<file path="src/rtl/i2cebm_pkg.sv">
// Shared types and constants for the I2C EEPROM byte master.
// Holds the bus phase and transfer stage encodings, request codes and register defaults.
// No dependencies.
package i2cebm_pkg;

    typedef enum logic [4:0] {
        PH_IDLE     = 5'd0,
        PH_START_HI = 5'd1,
        PH_START_LO = 5'd2,
        PH_TX_LO    = 5'd3,
        PH_TX_HI    = 5'd4,
        PH_ACK_LO   = 5'd5,
        PH_ACK_HI   = 5'd6,
        PH_RX_LO    = 5'd7,
        PH_RX_HI    = 5'd8,
        PH_MACK_LO  = 5'd9,
        PH_MACK_HI  = 5'd10,
        PH_STOP_A   = 5'd11,
        PH_STOP_B   = 5'd12,
        PH_STOP_C   = 5'd13
    } phase_t;

    typedef enum logic [1:0] {
        STG_DEV_W = 2'd0,
        STG_WORD  = 2'd1,
        STG_DATA  = 2'd2,
        STG_DEV_R = 2'd3
    } stage_t;

    localparam logic [1:0] REQ_TICK  = 2'd0;
    localparam logic [1:0] REQ_WRITE = 2'd1;
    localparam logic [1:0] REQ_READ  = 2'd2;

    localparam logic CFG_DEV_ADDR    = 1'b0;
    localparam logic CFG_HALF_PERIOD = 1'b1;

    localparam logic [6:0]  DEV_ADDR_RST    = 7'h51;
    localparam logic [15:0] HALF_PERIOD_RST = 16'd4;

endpackage

</file>
<file path="src/rtl/i2c_eeprom_byte_master_top.sv">
// A result word is registered and valid in the cycle after its input word is accepted.
// Throughput: one input word per cycle; input is taken while the result register
// is empty or being drained in the same cycle.
// Bus timing: every SCL/SDA step lasts half_period_ticks tick words (zero counts as one).
// Reset (rst_n low, asynchronous): sequencer idle (the SCL/SDA outputs are not reset), registers at
// their defaults (device address 0x51, four ticks per step), result register empty.
// Top level of the I2C EEPROM byte master; uses i2cebm_pkg.
module i2c_eeprom_byte_master_top (
    input  logic        clk,
    input  logic        rst_n,
    input  logic        in_valid,
    output logic        in_ready,
    input  logic [1:0]  req_type,
    input  logic [7:0]  word_addr,
    input  logic [7:0]  write_data,
    input  logic        sda_in,
    output logic        out_valid,
    input  logic        out_ready,
    output logic        scl_out,
    output logic        sda_out,
    output logic        busy_res,
    output logic        done_res,
    output logic [7:0]  read_data,
    output logic        ack_error,
    input  logic        cfg_wr_en,
    input  logic        cfg_index,
    input  logic [15:0] cfg_data
);

    i2cebm_pkg::phase_t phase_reg, phase_next;
    i2cebm_pkg::stage_t stage_reg, stage_next;
    logic [3:0]  bit_count_reg, bit_count_next;
    logic [7:0]  shift_reg, shift_next;
    logic [15:0] tick_count_reg, tick_count_next;
    logic [7:0]  held_addr_reg, held_addr_next;
    logic [7:0]  held_data_reg, held_data_next;
    logic        is_read_reg, is_read_next;
    logic [7:0]  last_read_reg, last_read_next;
    logic        error_reg, error_next;
    logic [6:0]  dev_addr_reg;
    logic [15:0] half_period_reg;

    logic        out_valid_reg;
    logic        scl_reg, sda_reg, busy_reg, done_reg;
    logic [7:0]  read_data_reg;
    logic        ack_error_reg;

    logic        accept;
    logic        step;
    logic        done_next;
    logic        scl_next, sda_next;
    logic [15:0] hp;
    logic [3:0]  bit_inc;

    assign in_ready = !out_valid_reg || out_ready;
    assign accept   = in_valid && in_ready;
    assign hp       = (half_period_reg == 16'd0) ? 16'd1 : half_period_reg;
    assign bit_inc  = bit_count_reg + 4'd1;

    // Next state of the bus sequencer
    always_comb
    begin
        phase_next      = phase_reg;
        stage_next      = stage_reg;
        bit_count_next  = bit_count_reg;
        shift_next      = shift_reg;
        tick_count_next = tick_count_reg;
        held_addr_next  = held_addr_reg;
        held_data_next  = held_data_reg;
        is_read_next    = is_read_reg;
        last_read_next  = last_read_reg;
        error_next      = error_reg;
        step            = 1'b0;
        done_next       = 1'b0;

        if (accept)
        begin
            case (req_type) inside
                i2cebm_pkg::REQ_WRITE, i2cebm_pkg::REQ_READ:
                begin
                    if (phase_reg == i2cebm_pkg::PH_IDLE)
                    begin
                        held_addr_next  = word_addr;
                        held_data_next  = write_data;
                        is_read_next    = (req_type == i2cebm_pkg::REQ_READ);
                        error_next      = 1'b0;
                        stage_next      = i2cebm_pkg::STG_DEV_W;
                        tick_count_next = 16'd0;
                        shift_next      = {dev_addr_reg, 1'b0};
                        bit_count_next  = 4'd0;
                        phase_next      = i2cebm_pkg::PH_START_HI;
                    end
                end
                i2cebm_pkg::REQ_TICK:
                begin
                    if (phase_reg != i2cebm_pkg::PH_IDLE)
                    begin
                        if ({1'b0, tick_count_reg} + 17'd1 >= {1'b0, hp})
                        begin
                            tick_count_next = 16'd0;
                            step            = 1'b1;
                        end
                        else
                        begin
                            tick_count_next = tick_count_reg + 16'd1;
                        end
                    end
                end
                default: ;
            endcase
        end

        if (step)
        begin
            unique case (phase_reg)
                i2cebm_pkg::PH_START_HI: phase_next = i2cebm_pkg::PH_START_LO;
                i2cebm_pkg::PH_START_LO:
                begin
                    bit_count_next = 4'd0;
                    phase_next     = i2cebm_pkg::PH_TX_LO;
                end
                i2cebm_pkg::PH_TX_LO: phase_next = i2cebm_pkg::PH_TX_HI;
                i2cebm_pkg::PH_TX_HI:
                begin
                    shift_next     = {shift_reg[6:0], 1'b0};
                    bit_count_next = bit_inc;
                    phase_next     = (bit_inc >= 4'd8) ? i2cebm_pkg::PH_ACK_LO
                                                       : i2cebm_pkg::PH_TX_LO;
                end
                i2cebm_pkg::PH_ACK_LO: phase_next = i2cebm_pkg::PH_ACK_HI;
                i2cebm_pkg::PH_ACK_HI:
                begin
                    if (sda_in)
                    begin
                        // no acknowledge: flag it and release the bus
                        error_next = 1'b1;
                        phase_next = i2cebm_pkg::PH_STOP_A;
                    end
                    else
                    begin
                        unique case (stage_reg)
                            i2cebm_pkg::STG_DEV_W:
                            begin
                                stage_next     = i2cebm_pkg::STG_WORD;
                                shift_next     = held_addr_reg;
                                bit_count_next = 4'd0;
                                phase_next     = i2cebm_pkg::PH_TX_LO;
                            end
                            i2cebm_pkg::STG_WORD:
                            begin
                                if (is_read_reg)
                                begin
                                    // repeated start, then address with read bit
                                    stage_next = i2cebm_pkg::STG_DEV_R;
                                    shift_next = {dev_addr_reg, 1'b1};
                                    phase_next = i2cebm_pkg::PH_START_HI;
                                end
                                else
                                begin
                                    stage_next     = i2cebm_pkg::STG_DATA;
                                    shift_next     = held_data_reg;
                                    bit_count_next = 4'd0;
                                    phase_next     = i2cebm_pkg::PH_TX_LO;
                                end
                            end
                            i2cebm_pkg::STG_DEV_R:
                            begin
                                shift_next     = 8'd0;
                                bit_count_next = 4'd0;
                                phase_next     = i2cebm_pkg::PH_RX_LO;
                            end
                            default: phase_next = i2cebm_pkg::PH_STOP_A;
                        endcase
                    end
                end
                i2cebm_pkg::PH_RX_LO: phase_next = i2cebm_pkg::PH_RX_HI;
                i2cebm_pkg::PH_RX_HI:
                begin
                    shift_next     = {shift_reg[6:0], sda_in};
                    bit_count_next = bit_inc;
                    phase_next     = (bit_inc >= 4'd8) ? i2cebm_pkg::PH_MACK_LO
                                                       : i2cebm_pkg::PH_RX_LO;
                end
                i2cebm_pkg::PH_MACK_LO: phase_next = i2cebm_pkg::PH_MACK_HI;
                i2cebm_pkg::PH_MACK_HI:
                begin
                    last_read_next = shift_reg;
                    phase_next     = i2cebm_pkg::PH_STOP_A;
                end
                i2cebm_pkg::PH_STOP_A: phase_next = i2cebm_pkg::PH_STOP_B;
                i2cebm_pkg::PH_STOP_B: phase_next = i2cebm_pkg::PH_STOP_C;
                i2cebm_pkg::PH_STOP_C:
                begin
                    phase_next = i2cebm_pkg::PH_IDLE;
                    done_next  = 1'b1;
                end
                default: phase_next = i2cebm_pkg::PH_IDLE;
            endcase
        end
    end

    // Line levels follow from the phase being entered and the bit at the top of the shifter
    always_comb
    begin
        unique case (phase_next) inside
            i2cebm_pkg::PH_START_LO:
            begin
                scl_next = 1'b1;
                sda_next = 1'b0;
            end
            i2cebm_pkg::PH_TX_LO:
            begin
                scl_next = 1'b0;
                sda_next = shift_next[7];
            end
            i2cebm_pkg::PH_TX_HI:
            begin
                scl_next = 1'b1;
                sda_next = shift_next[7];
            end
            i2cebm_pkg::PH_ACK_LO, i2cebm_pkg::PH_RX_LO, i2cebm_pkg::PH_MACK_LO:
            begin
                scl_next = 1'b0;
                sda_next = 1'b1;
            end
            i2cebm_pkg::PH_STOP_A:
            begin
                scl_next = 1'b0;
                sda_next = 1'b0;
            end
            i2cebm_pkg::PH_STOP_B:
            begin
                scl_next = 1'b1;
                sda_next = 1'b0;
            end
            default:
            begin
                scl_next = 1'b1;
                sda_next = 1'b1;
            end
        endcase
    end

    always_ff @(posedge clk or negedge rst_n)
    begin
        if (!rst_n)
        begin
            phase_reg       <= i2cebm_pkg::PH_IDLE;
            stage_reg       <= i2cebm_pkg::STG_DEV_W;
            bit_count_reg   <= 4'd0;
            shift_reg       <= 8'd0;
            tick_count_reg  <= 16'd0;
            held_addr_reg   <= 8'd0;
            held_data_reg   <= 8'd0;
            is_read_reg     <= 1'b0;
            last_read_reg   <= 8'd0;
            error_reg       <= 1'b0;
            dev_addr_reg    <= i2cebm_pkg::DEV_ADDR_RST;
            half_period_reg <= i2cebm_pkg::HALF_PERIOD_RST;
            out_valid_reg   <= 1'b0;
        end
        else
        begin
            phase_reg      <= phase_next;
            stage_reg      <= stage_next;
            bit_count_reg  <= bit_count_next;
            shift_reg      <= shift_next;
            tick_count_reg <= tick_count_next;
            held_addr_reg  <= held_addr_next;
            held_data_reg  <= held_data_next;
            is_read_reg    <= is_read_next;
            last_read_reg  <= last_read_next;
            error_reg      <= error_next;
            if (cfg_wr_en)
            begin
                unique case (cfg_index)
                    i2cebm_pkg::CFG_DEV_ADDR:    dev_addr_reg    <= cfg_data[6:0];
                    i2cebm_pkg::CFG_HALF_PERIOD: half_period_reg <= cfg_data;
                    default: ;
                endcase
            end
            if (accept)
                out_valid_reg <= 1'b1;
            else if (out_ready)
                out_valid_reg <= 1'b0;
        end
    end

    // Result word: payload only, loaded on accept
    always_ff @(posedge clk)
    begin
        if (accept)
        begin
            scl_reg       <= scl_next;
            sda_reg       <= sda_next;
            busy_reg      <= (phase_next != i2cebm_pkg::PH_IDLE);
            done_reg      <= done_next;
            read_data_reg <= last_read_next;
            ack_error_reg <= error_next;
        end
    end

    assign out_valid = out_valid_reg;
    assign scl_out   = scl_reg;
    assign sda_out   = sda_reg;
    assign busy_res  = busy_reg;
    assign done_res  = done_reg;
    assign read_data = read_data_reg;
    assign ack_error = ack_error_reg;

    // A finished transaction never reports busy
    a_done_not_busy: assert property (@(posedge clk) disable iff (!rst_n)
        (out_valid && done_res) |-> !busy_res)
        else $error("done reported while busy");

    // The bit counter never passes one byte
    a_bit_count_range: assert property (@(posedge clk) disable iff (!rst_n)
        bit_count_reg <= 4'd8)
        else $error("bit counter out of range");

    // An accepted word always yields a result in the next cycle
    a_accept_result: assert property (@(posedge clk) disable iff (!rst_n)
        accept |=> out_valid)
        else $error("accepted word produced no result");

    // Idle bus keeps the tick counter cleared
    a_idle_tick: assert property (@(posedge clk) disable iff (!rst_n)
        (phase_reg == i2cebm_pkg::PH_IDLE) |-> (tick_count_reg == 16'd0))
        else $error("tick counter running while idle");

endmodule
</file>
<file path="config.mk">
export PLATFORM = sky130hd
export DESIGN_NAME = i2c_eeprom_byte_master_top
export DESIGN_NICKNAME = d
export VERILOG_FILES = /design/src/rtl/i2cebm_pkg.sv /design/src/rtl/i2c_eeprom_byte_master_top.sv
export SDC_FILE = /design/constraint.sdc
export NUM_CORES = 1
export LEC_CHECK = 0
export BUFFER_PORTS_ARGS = -buffer_cell sky130_fd_sc_hd__buf_2
export CELL_PAD_IN_SITES_DETAIL_PLACEMENT = 0
export CELL_PAD_IN_SITES_GLOBAL_PLACEMENT = 1
export CORE_ASPECT_RATIO = 0.7
export CORE_MARGIN = 4
export CORE_UTILIZATION = 42
export CTS_CLUSTER_SIZE = 24
export DETAILED_ROUTE_END_ITERATION = 16
export PLACE_DENSITY = 0.86
export SYNTH_ARGS = -nofsm -noshare
export SYNTH_HDL_FRONTEND = slang
export SYNTH_SLANG_ARGS = --single-unit
</file>
<file path="constraint.sdc">
create_clock -name clk -period 3.1 [get_ports clk]
set_input_delay 0.31 -clock clk [delete_from_list [all_inputs] [get_ports clk]]
set_output_delay 0.31 -clock clk [all_outputs]
set_load 0.01 [all_outputs]
</file>
### After elaboration in Yosys (flattened, before gate mapping)

Cells that the tools add are included.

* flip-flop bits (word level): 98
* output and inout port bits: 15
* word-level logic and storage cells: 131

* multiplexer cells: 58
* $add $sub $neg: 3
* bitwise operators: 1
* $lt $le $gt $ge: 2
* reductions and logical operators: 22
* equality and inequality tests: 26

Operators by type and width (number)
* 2-to-1 mux 16 bit: 6
* 2-to-1 mux 8 bit: 8
* case mux 4 bit (12 select lines): 1
* case mux 8 bit (3 select lines): 2
* equality test 5 x 4 -> 1 bit (second input constant): 9
* equality test 5 x 3 -> 1 bit (second input constant): 7
* 2-to-1 mux 4 bit: 8
* case mux 4 bit (3 select lines): 2
* equality test 5 x 2 -> 1 bit (second input constant): 4
* 2-to-1 mux 5 bit: 4
* adder 16 x 1 -> 17 bit (second input constant): 1
* greater-or-equal comparator 17 x 16 -> 1 bit: 1
* adder 16 x 1 -> 16 bit (second input constant): 1
* logical NOT 16 bit: 1
* 2-to-1 mux 1 bit: 16
* 2-to-1 mux 2 bit: 7
* nonzero test 5 bit: 2
* case mux 4 bit (2 select lines): 1
* OR reduction 2 bit: 4
* nonzero test 2 bit: 3
* equality test 5 x 1 -> 1 bit (second input constant): 1
* logical NOT 5 bit: 1
* OR reduction 5 bit: 1
* adder 4 x 1 -> 4 bit (second input constant): 1
* other kinds (16): 20

### Longest topological paths before layout

Gate-level depths: netlist of the first run.

* depth in word-level cells: 12
* depth in mapped cells: 17

### Least setup slack after synthesis of the first run

OpenSTA, ideal clock, no wires.

* path kind: flip-flop to flip-flop
* start: register tick_count_reg[0]
* end: register read_data_reg[6], in the netlist read_data[6] (data pin)
* path slack: -0.194 ns
* path buffers: 2
* data arrival time: 3.032 ns
* data required time: 2.838 ns
* cell stages (with the launch flop): 15
* cell sequence: dfrtp_1 > ha_1 > nand3_2 > or4_1 > buf_2 > xnor2_1 > ha_1 > o21ai_0 > o21ai_0 > o2111ai_1 > o311a_1 > buf_6 > a21boi_4 > nand4_4 > mux2_4

* longest elaborated chain between the ends: 8

RTL lines
* start, declared: RTL line i2c_eeprom_byte_master_top.sv:34 `logic [15:0] tick_count_reg, tick_count_next;`
* start signal, assigned: RTL line i2c_eeprom_byte_master_top.sv:268 `tick_count_reg <= tick_count_next;`
* adder 16 x 1 -> 17 bit: RTL line i2c_eeprom_byte_master_top.sv:98 `if ({1'b0, tick_count_reg} + 17'd1 >= {1'b0, hp})`
* greater-or-equal comparator 17 x 16 -> 1 bit: RTL line i2c_eeprom_byte_master_top.sv:98
* 2-to-1 mux 1 bit: RTL line i2c_eeprom_byte_master_top.sv:98
* 2-to-1 mux 1 bit: RTL line i2c_eeprom_byte_master_top.sv:96 `if (phase_reg != i2cebm_pkg::PH_IDLE)`
* 2-to-1 mux 1 bit (2 in series): RTL line i2c_eeprom_byte_master_top.sv:78 `case (req_type) inside`
* 2-to-1 mux 1 bit: RTL line i2c_eeprom_byte_master_top.sv:76 `if (accept)`
* 2-to-1 mux 8 bit: RTL line i2c_eeprom_byte_master_top.sv:113 `if (step)`
* net last_read_next[6]: RTL line i2c_eeprom_byte_master_top.sv:38 `logic [7:0] last_read_reg, last_read_next;`
* end signal, assigned: RTL line i2c_eeprom_byte_master_top.sv:298 `read_data_reg <= last_read_next;`
* end, declared: RTL line i2c_eeprom_byte_master_top.sv:45 `logic [7:0] read_data_reg;`

The timed path passes the listed nets, and every way through them passes these cells.
A chain may end at the register's enable or synchronous reset.

### Worst setup path after layout of the first run

* start: register tick_count_reg[5]
* end: register sda_reg, in the netlist sda_out (data pin)

* longest elaborated chain between the ends: 11

RTL lines
* adder 16 x 1 -> 17 bit (*): RTL line i2c_eeprom_byte_master_top.sv:98
* greater-or-equal comparator 17 x 16 -> 1 bit (*): RTL line i2c_eeprom_byte_master_top.sv:98
* 2-to-1 mux 1 bit (*): RTL line i2c_eeprom_byte_master_top.sv:98
* 2-to-1 mux 1 bit (*): RTL line i2c_eeprom_byte_master_top.sv:96
* 2-to-1 mux 1 bit (*) (2 in series): RTL line i2c_eeprom_byte_master_top.sv:78
* 2-to-1 mux 1 bit (*): RTL line i2c_eeprom_byte_master_top.sv:76
* 2-to-1 mux 5 bit: RTL line i2c_eeprom_byte_master_top.sv:113
* equality test 5 x 2 -> 1 bit (no source line) (tied with other cells)
* OR reduction 3 bit (no source line) or OR reduction 2 bit (tied branches)
* case mux 1 bit (2 select lines) (*): RTL line i2c_eeprom_byte_master_top.sv:205 `unique case (phase_next) inside`
* net sda_next: RTL line i2c_eeprom_byte_master_top.sv:51 `logic scl_next, sda_next;`
* end signal, assigned: RTL line i2c_eeprom_byte_master_top.sv:295 `sda_reg <= sda_next;`
* end, declared: RTL line i2c_eeprom_byte_master_top.sv:44 `logic scl_reg, sda_reg, busy_reg, done_reg;`

The timed path passes the listed nets; every way through them passes the cells marked *.

==> results.ini, run 1 <==
[critical_path]
start_kind = register
crit_type = reg2reg
cp.required_ps = 3280
path_max_fanout = 7
endpoint_kind = register
cp.arrival_ps = 3440

[cts]
cts-root-buf = clkbuf_16
cts_max_path_buffers = 2
clk_latency_ps = 350
clkTransAtPathRegs_ps = 70
htree_levels = 3
cts_tree = yes
cts_made_buffers = 9
cts.sinks = 98

[synthesis]
avgSynthCellArea_um2 = 10.1
synthesis.nets = 585
synth.area.top_cells = dfrtp_1, edfxtp_1, mux2_2
synthesis.area_mm2 = 0.00529
ys_async_sr_fraction = 0.867
yosysWarnings = 0
synth.largest_area_cell = dfrtp_1
synth_top_area_frac = 0.384
synth_edf_count = 13
synth_cell_types = 73
yosysSeqAreaShare = 0.477
synth_seq_cells = 98
syn_inst = 523
synth_most_common_cell = nand2_1
synthFlopType = dfrtp_1
synth_commonest_cells = nand2_1, dfrtp_1, nor2_1

[power_and_ir_drop]
power_mw = 4.51
powerDensity_mw_per_mm2 = 673
leakage_nw = 3.12
vdd_drop_max_v = 0.000326

[drt]
routedWlPerCell_um = 18.2
wl_um = 14300
route.detailed.drc = 0
vias = 4353
via_per_inst = 5.54
drt-pass1-iter-count = 5
first_iter_violations = 343
final_antenna_net_count = 0

[grt]
overflow = 0
grt_max_degree = 41
grt_pass1_vias = 4284
gr-usage-all-layers = 0.199
antenna_found_initial = 0
grt_pass1_wl_um = 22400

[timing]
fmax_mhz = 306
grt_setup_unrepaired = true
setup_ws_ps = -165
slew_headroom = 0.403
min_period_ps = 3270
final_hold_viol_count = 0
finalCritPeriodShare = 1.05
setup_violations = 20
slew_viol_final = 0
skew_ps = 12.7
tightest_slew_ps = 896
hold_ws_ps = 154

[layout]
instances_no_fill = 786
syn_to_final_growth_pct = 26.8
fin_util = 0.558
drive_gt1_frac = 0.334
final_cell_area_mm2 = 0.00670
nFillCells = 1034
diodes = 0
fin_nets = 686

[placement]
place_inst = 757
hpwl_um = 10200
gp_congestion = 0.931
placed_cell_area_mm2 = 0.00599
portBuffers = 55

[min_path]
hp-class = in2reg

[floorplanning]
die_area_mm2 = 0.0145
boundaryPins = 56
die_x_um = 142
die-height_um = 102
initial_core_util = 0.440
core-area_mm2 = 0.0120
num_rows = 33

[flow_run]
drv_cap = 0

[outcome]
status = complete, but fails checks
violations = negative setup slack

[metrics by stage]
step | setup TNS, ps | setup WS [ps]
6_report | -1650 | -165
5_1_grt | -6780 | -280
4_1_cts | -1750 | -161
3_5_place_dp | -4270 | -268
3_3_place_gp | -296 | -46.2
2_1_floorplan | -627 | -88.1
[critical path, stage by stage, from the launching register on]
cell       delay (ps)
dfrtp_1           400
nand4_1           200
or4_4             620
nor2_4            110
xor2_1            210
ha_1              280
o2111ai_1         110
o311a_1           270
a21boi_4          100
buf_4             150
buf_8             120
or2_2             300
a32oi_2           220
[power breakdown]
part / total [mW] / switching [mW] / internal, mW / leakage [nW]
combinational: 1.55 / 0.850 / 0.695 / 1.77
sequential: 1.85 / 0.278 / 1.57 / 1.21
clock: 1.12 / 0.494 / 0.623 / 0.141
[layout by cell type (no fill, tap or decap), types with 5 or more instances in the layout]
cell	Yosys	final
nand2_1	83	81
dfrtp_1	81	80
buf_2	4	54
buf_4	1	45
mux2_2	30	29
inv_1	26	26
nor2_1	32	25
ha_1	21	20
a21oi_1	19	19
mux2i_1	16	16
edfxtp_1	13	13
o21ai_0	20	11
clkbuf_16	0	11
nand4_1	10	10
nand3_1	12	9
o21ai_1	1	9
buf_6	3	9
xnor2_1	11	8
nand2b_1	8	8
a22oi_1	8	8
a21o_1	7	7
nor3_1	10	6
nor2b_1	6	6
a31oi_1	6	6
o22ai_1	7	6
nor2_2	0	5
nor4_1	7	5
[per-layer routing]
layer | vias to the layer above | part of all wire | global-route usage
met5 | - | 0 | 0
met2 | 171 | 0.44 | 0.300
met1 | 2117 | 0.47 | 0.292
li1 | 2053 | - | -
met3 | 12 | 0.086 | 0.0529
met4 | 0 | 0.0067 | 0.0376
[layout make-up]
cell class                 count  area, µm²  share of cell area
clock buffer                   9        225              0.0336
timing repair buffer         115        830               0.124
tap                          157        196              0.0293
sequential                    98       2520               0.377
clock inverter                 7       67.6              0.0101
multi-input combinational    374       2760               0.412
inverter                      26       97.6              0.0146
[timing repair]
| action | CTS | global route |
|---|---|---|
| setup endpoints to repair | 43 | 53 |
| cloned | 0 | 3 |
| hold endpoints to repair | 37 | 0 |
| hold buffers | 1 | 0 |
| buffers inserted | 3 | 6 |
| pin swaps | 16 | 20 |
| gates resized for setup | 16 | 51 |
[path summary, 6_finish.rpt]
kind,endpoint,cells past startpoint,from,slack [ps]
worst max-delay path,sda_out$_DFFE_PP_,12,tick_count_reg[5]$_DFFE_PN0P_,-170
worst max register to register,sda_out$_DFFE_PP_,12,tick_count_reg[5]$_DFFE_PN0P_,-170
worst min register to register,held_addr_reg[6]$_DFFE_PN0P_,2,held_addr_reg[6]$_DFFE_PN0P_,480
max in group asynchronous,tick_count_reg[1]$_DFFE_PN0P_,3,rst_n,1810
min in group asynchronous,half_period_reg[7]$_DFFE_PN0P_,2,rst_n,490
worst min-delay path,held_addr_reg[5]$_DFFE_PN0P_,3,word_addr[5],150
[logic make-up (layout without fill, tap and decap cells)]
kind of cell,count (synthesis),count (layout),synth area share
mux,47,47,0.0971
buf+inv,51,157,0.0445
compound gates,95,95,0.123
fa+ha+maj,21,21,0.0497
flops,98,98,0.477
simple gates,195,195,0.182
xor+xnor,16,16,0.0265
(Power assumes the default switching activity.)
==> inputs of run 2 (changes only) <==
--- a/config.mk
+++ b/config.mk
@@ -14,6 +14,7 @@
 export CTS_CLUSTER_SIZE = 24
 export DETAILED_ROUTE_END_ITERATION = 16
 export PLACE_DENSITY = 0.86
+export REMOVE_ABC_BUFFERS = 1
 export SYNTH_ARGS = -nofsm -noshare
 export SYNTH_HDL_FRONTEND = slang
 export SYNTH_SLANG_ARGS = --single-unit
==> run 2 against run 1 <==
- the run still ends with negative setup slack left
- wire length is 3.0% lower
- combinational power is essentially flat
- total power rose by 1.1%
- clock-buffer cell count up 1
- global-route usage is 0.089 points lower
- sequential share of layout area grew 0.24 points
- non-clock buffer count grew 6
- largest power group unchanged
- first-iteration DRC count rose by 22%
- fmax increased by 2.1%
- cell area is 0.69% lower
- register-to-register slack better by 70 ps
- clock power up 5%
==> results.ini, run 2 (synthesis gave the netlist of run 1 again) <==
[outcome]
status = complete, but fails checks
violations = negative setup slack

[drt]
wl_um = 13900
final_antenna_net_count = 0
drt-met1-wl_um = 6690
route.met2.wl_um = 5990
dr.max_layer_used = met4
vias = 4390
route.detailed.drc = 0
drt-pass1-iter-count = 6
first_iter_violations = 420
via_per_inst = 5.54
wl_met3_um = 1030
routedWlPerCell_um = 17.5

[placement]
hpwl_um = 9930
portBuffers = 55
gp_congestion = 0.877
pre_cts_ws_ps = -288
place_inst = 759

[layout]
instances_no_fill = 792
layout_common_cells = nand2_1, dfrtp_1, buf_4, buf_2, mux2_2
diodes = 0
fin_nets = 692
layout_commonest_cell = nand2_1
nFillCells = 1007
syn_to_final_growth_pct = 25.9
drive_gt1_frac = 0.334

[critical_path]
crit_chain = ha_4 -> nand3_4 -> or4_4 -> xnor2_2 -> ha_1 -> o21ai_1 -> o21ai_1 -> o2111ai_2 -> o311a_4 -> a21boi_4 -> nand4_4 -> mux2_4
rrSetupSlack_ps = -100
start_kind = register
slowest_stage = or4_4
rr_worst_depth = 12
cp.arrival_ps = 3290
cp.required_ps = 3190
path_max_fanout = 8
critPathMostFrequentCell = o21ai_1
crit_start = tick_count_reg[1]$_DFFE_PN0P_
reg2reg_from = tick_count_reg[1]$_DFFE_PN0P_
crit_type = reg2reg
endpoint_kind = register
r2r-end = read_data[6]$_DFFE_PP_
cpPeakStageDelay_ps = 480

[floorplanning]
initial_core_util = 0.440
die_x_um = 142
num_rows = 33
core-area_mm2 = 0.0120
die-height_um = 102
boundaryPins = 56
die_area_mm2 = 0.0145

[timing]
final.setup.tns_ps = -709
slew_headroom = 0.279
setup_violations = 10
min_period_ps = 3200
grt_setup_unrepaired = true
fmax_mhz = 313
finalCritPeriodShare = 1.03
setup_ws_ps = -99.5
final_hold_viol_count = 0
tightest_slew_ps = 1080
slew_viol_final = 0
skew_ps = 5.67

[power_and_ir_drop]
leakage_nw = 3.14
vdd_drop_max_v = 0.000318
powerDensity_mw_per_mm2 = 685

[cts]
clk_latency_ps = 340
cts.sinks = 98
cts_made_buffers = 9
clkTransAtPathRegs_ps = 70
cts_tree = yes
cts-root-buf = clkbuf_16
htree_levels = 3
cts_max_path_buffers = 2
ctsHoldBuffers = 0

[grt]
overflow = 0
gr-usage-all-layers = 0.198
grt_max_degree = 86
antenna_found_initial = 0
grt_pass1_wl_um = 22600
grt_pass1_vias = 4381

[flow_run]
drv_cap = 0

[min_path]
worstHoldPathCells = 3
hp-class = in2reg
hold_end = held_addr_reg[4]$_DFFE_PN0P_
min-delay-start = word_addr[4]

[run 2: critical path: cells and delay by family, from the launching register on]
family,cells,cell delay [ps]
AOI/OAI and AO/OA,5,750
xor gates and xnor gates,1,160
adders and majority gates,2,490
DFF,1,410
muxes,1,360
and+or+nand+nor,3,780
[run 2: worst max path at each step]
stage               depth (start not counted)                     end
floorplan                                  12  read_data[6]$_DFFE_PP_
global placement                           13       scl_out$_DFFE_PP_
detailed placement                         13       scl_out$_DFFE_PP_
CTS                                        12  read_data[6]$_DFFE_PP_
global route                               14  read_data[6]$_DFFE_PP_
finish                                     12  read_data[6]$_DFFE_PP_
[run 2: timing repair]
action / in CTS / in global routing
cloned: 0 / 1
pin swaps: 12 / 12
resized for setup: 20 / 29
setup endpoints to repair: 53 / 52
buffers inserted: 13 / 3
[run 2: cell type report]
cell class              instances  area [µm²]  area share
inverters                      26        97.6      0.0147
repair buffers                121         796       0.120
multi-input cells             374        2730       0.410
flip-flops and latches         98        2520       0.379
well taps                     157         196      0.0295
clock inverters                 6        81.3      0.0122
clock buffers                  10         229      0.0344
[run 2: metal layers]
metal / up-vias / global-route usage
met4: 0 / 0.0516
met2: 172 / 0.292
li1: 2078 / -
met3: 16 / 0.0430
met5: - / 0
met1: 2124 / 0.296
[run 2: per-stage QoR]
step           hold slack, ps  total power [mW]  cell area, µm²  utilization
2_1_floorplan            14.4              2.69            5150            -
3_3_place_gp              464              3.20            5990        0.498
3_5_place_dp              471              3.26            5990        0.498
4_1_cts                   144              4.51            6490        0.541
5_1_grt                   151              4.85            6650        0.554
6_report                  155              4.56            6650        0.554
[run 2: power by group]
group | leakage [nW] | switching [mW] | internal [mW]
clock network | 0.152 | 0.480 | 0.702
registers | 1.22 | 0.261 | 1.57
logic | 1.77 | 0.835 | 0.712
total | 3.14 | 1.58 | 2.98
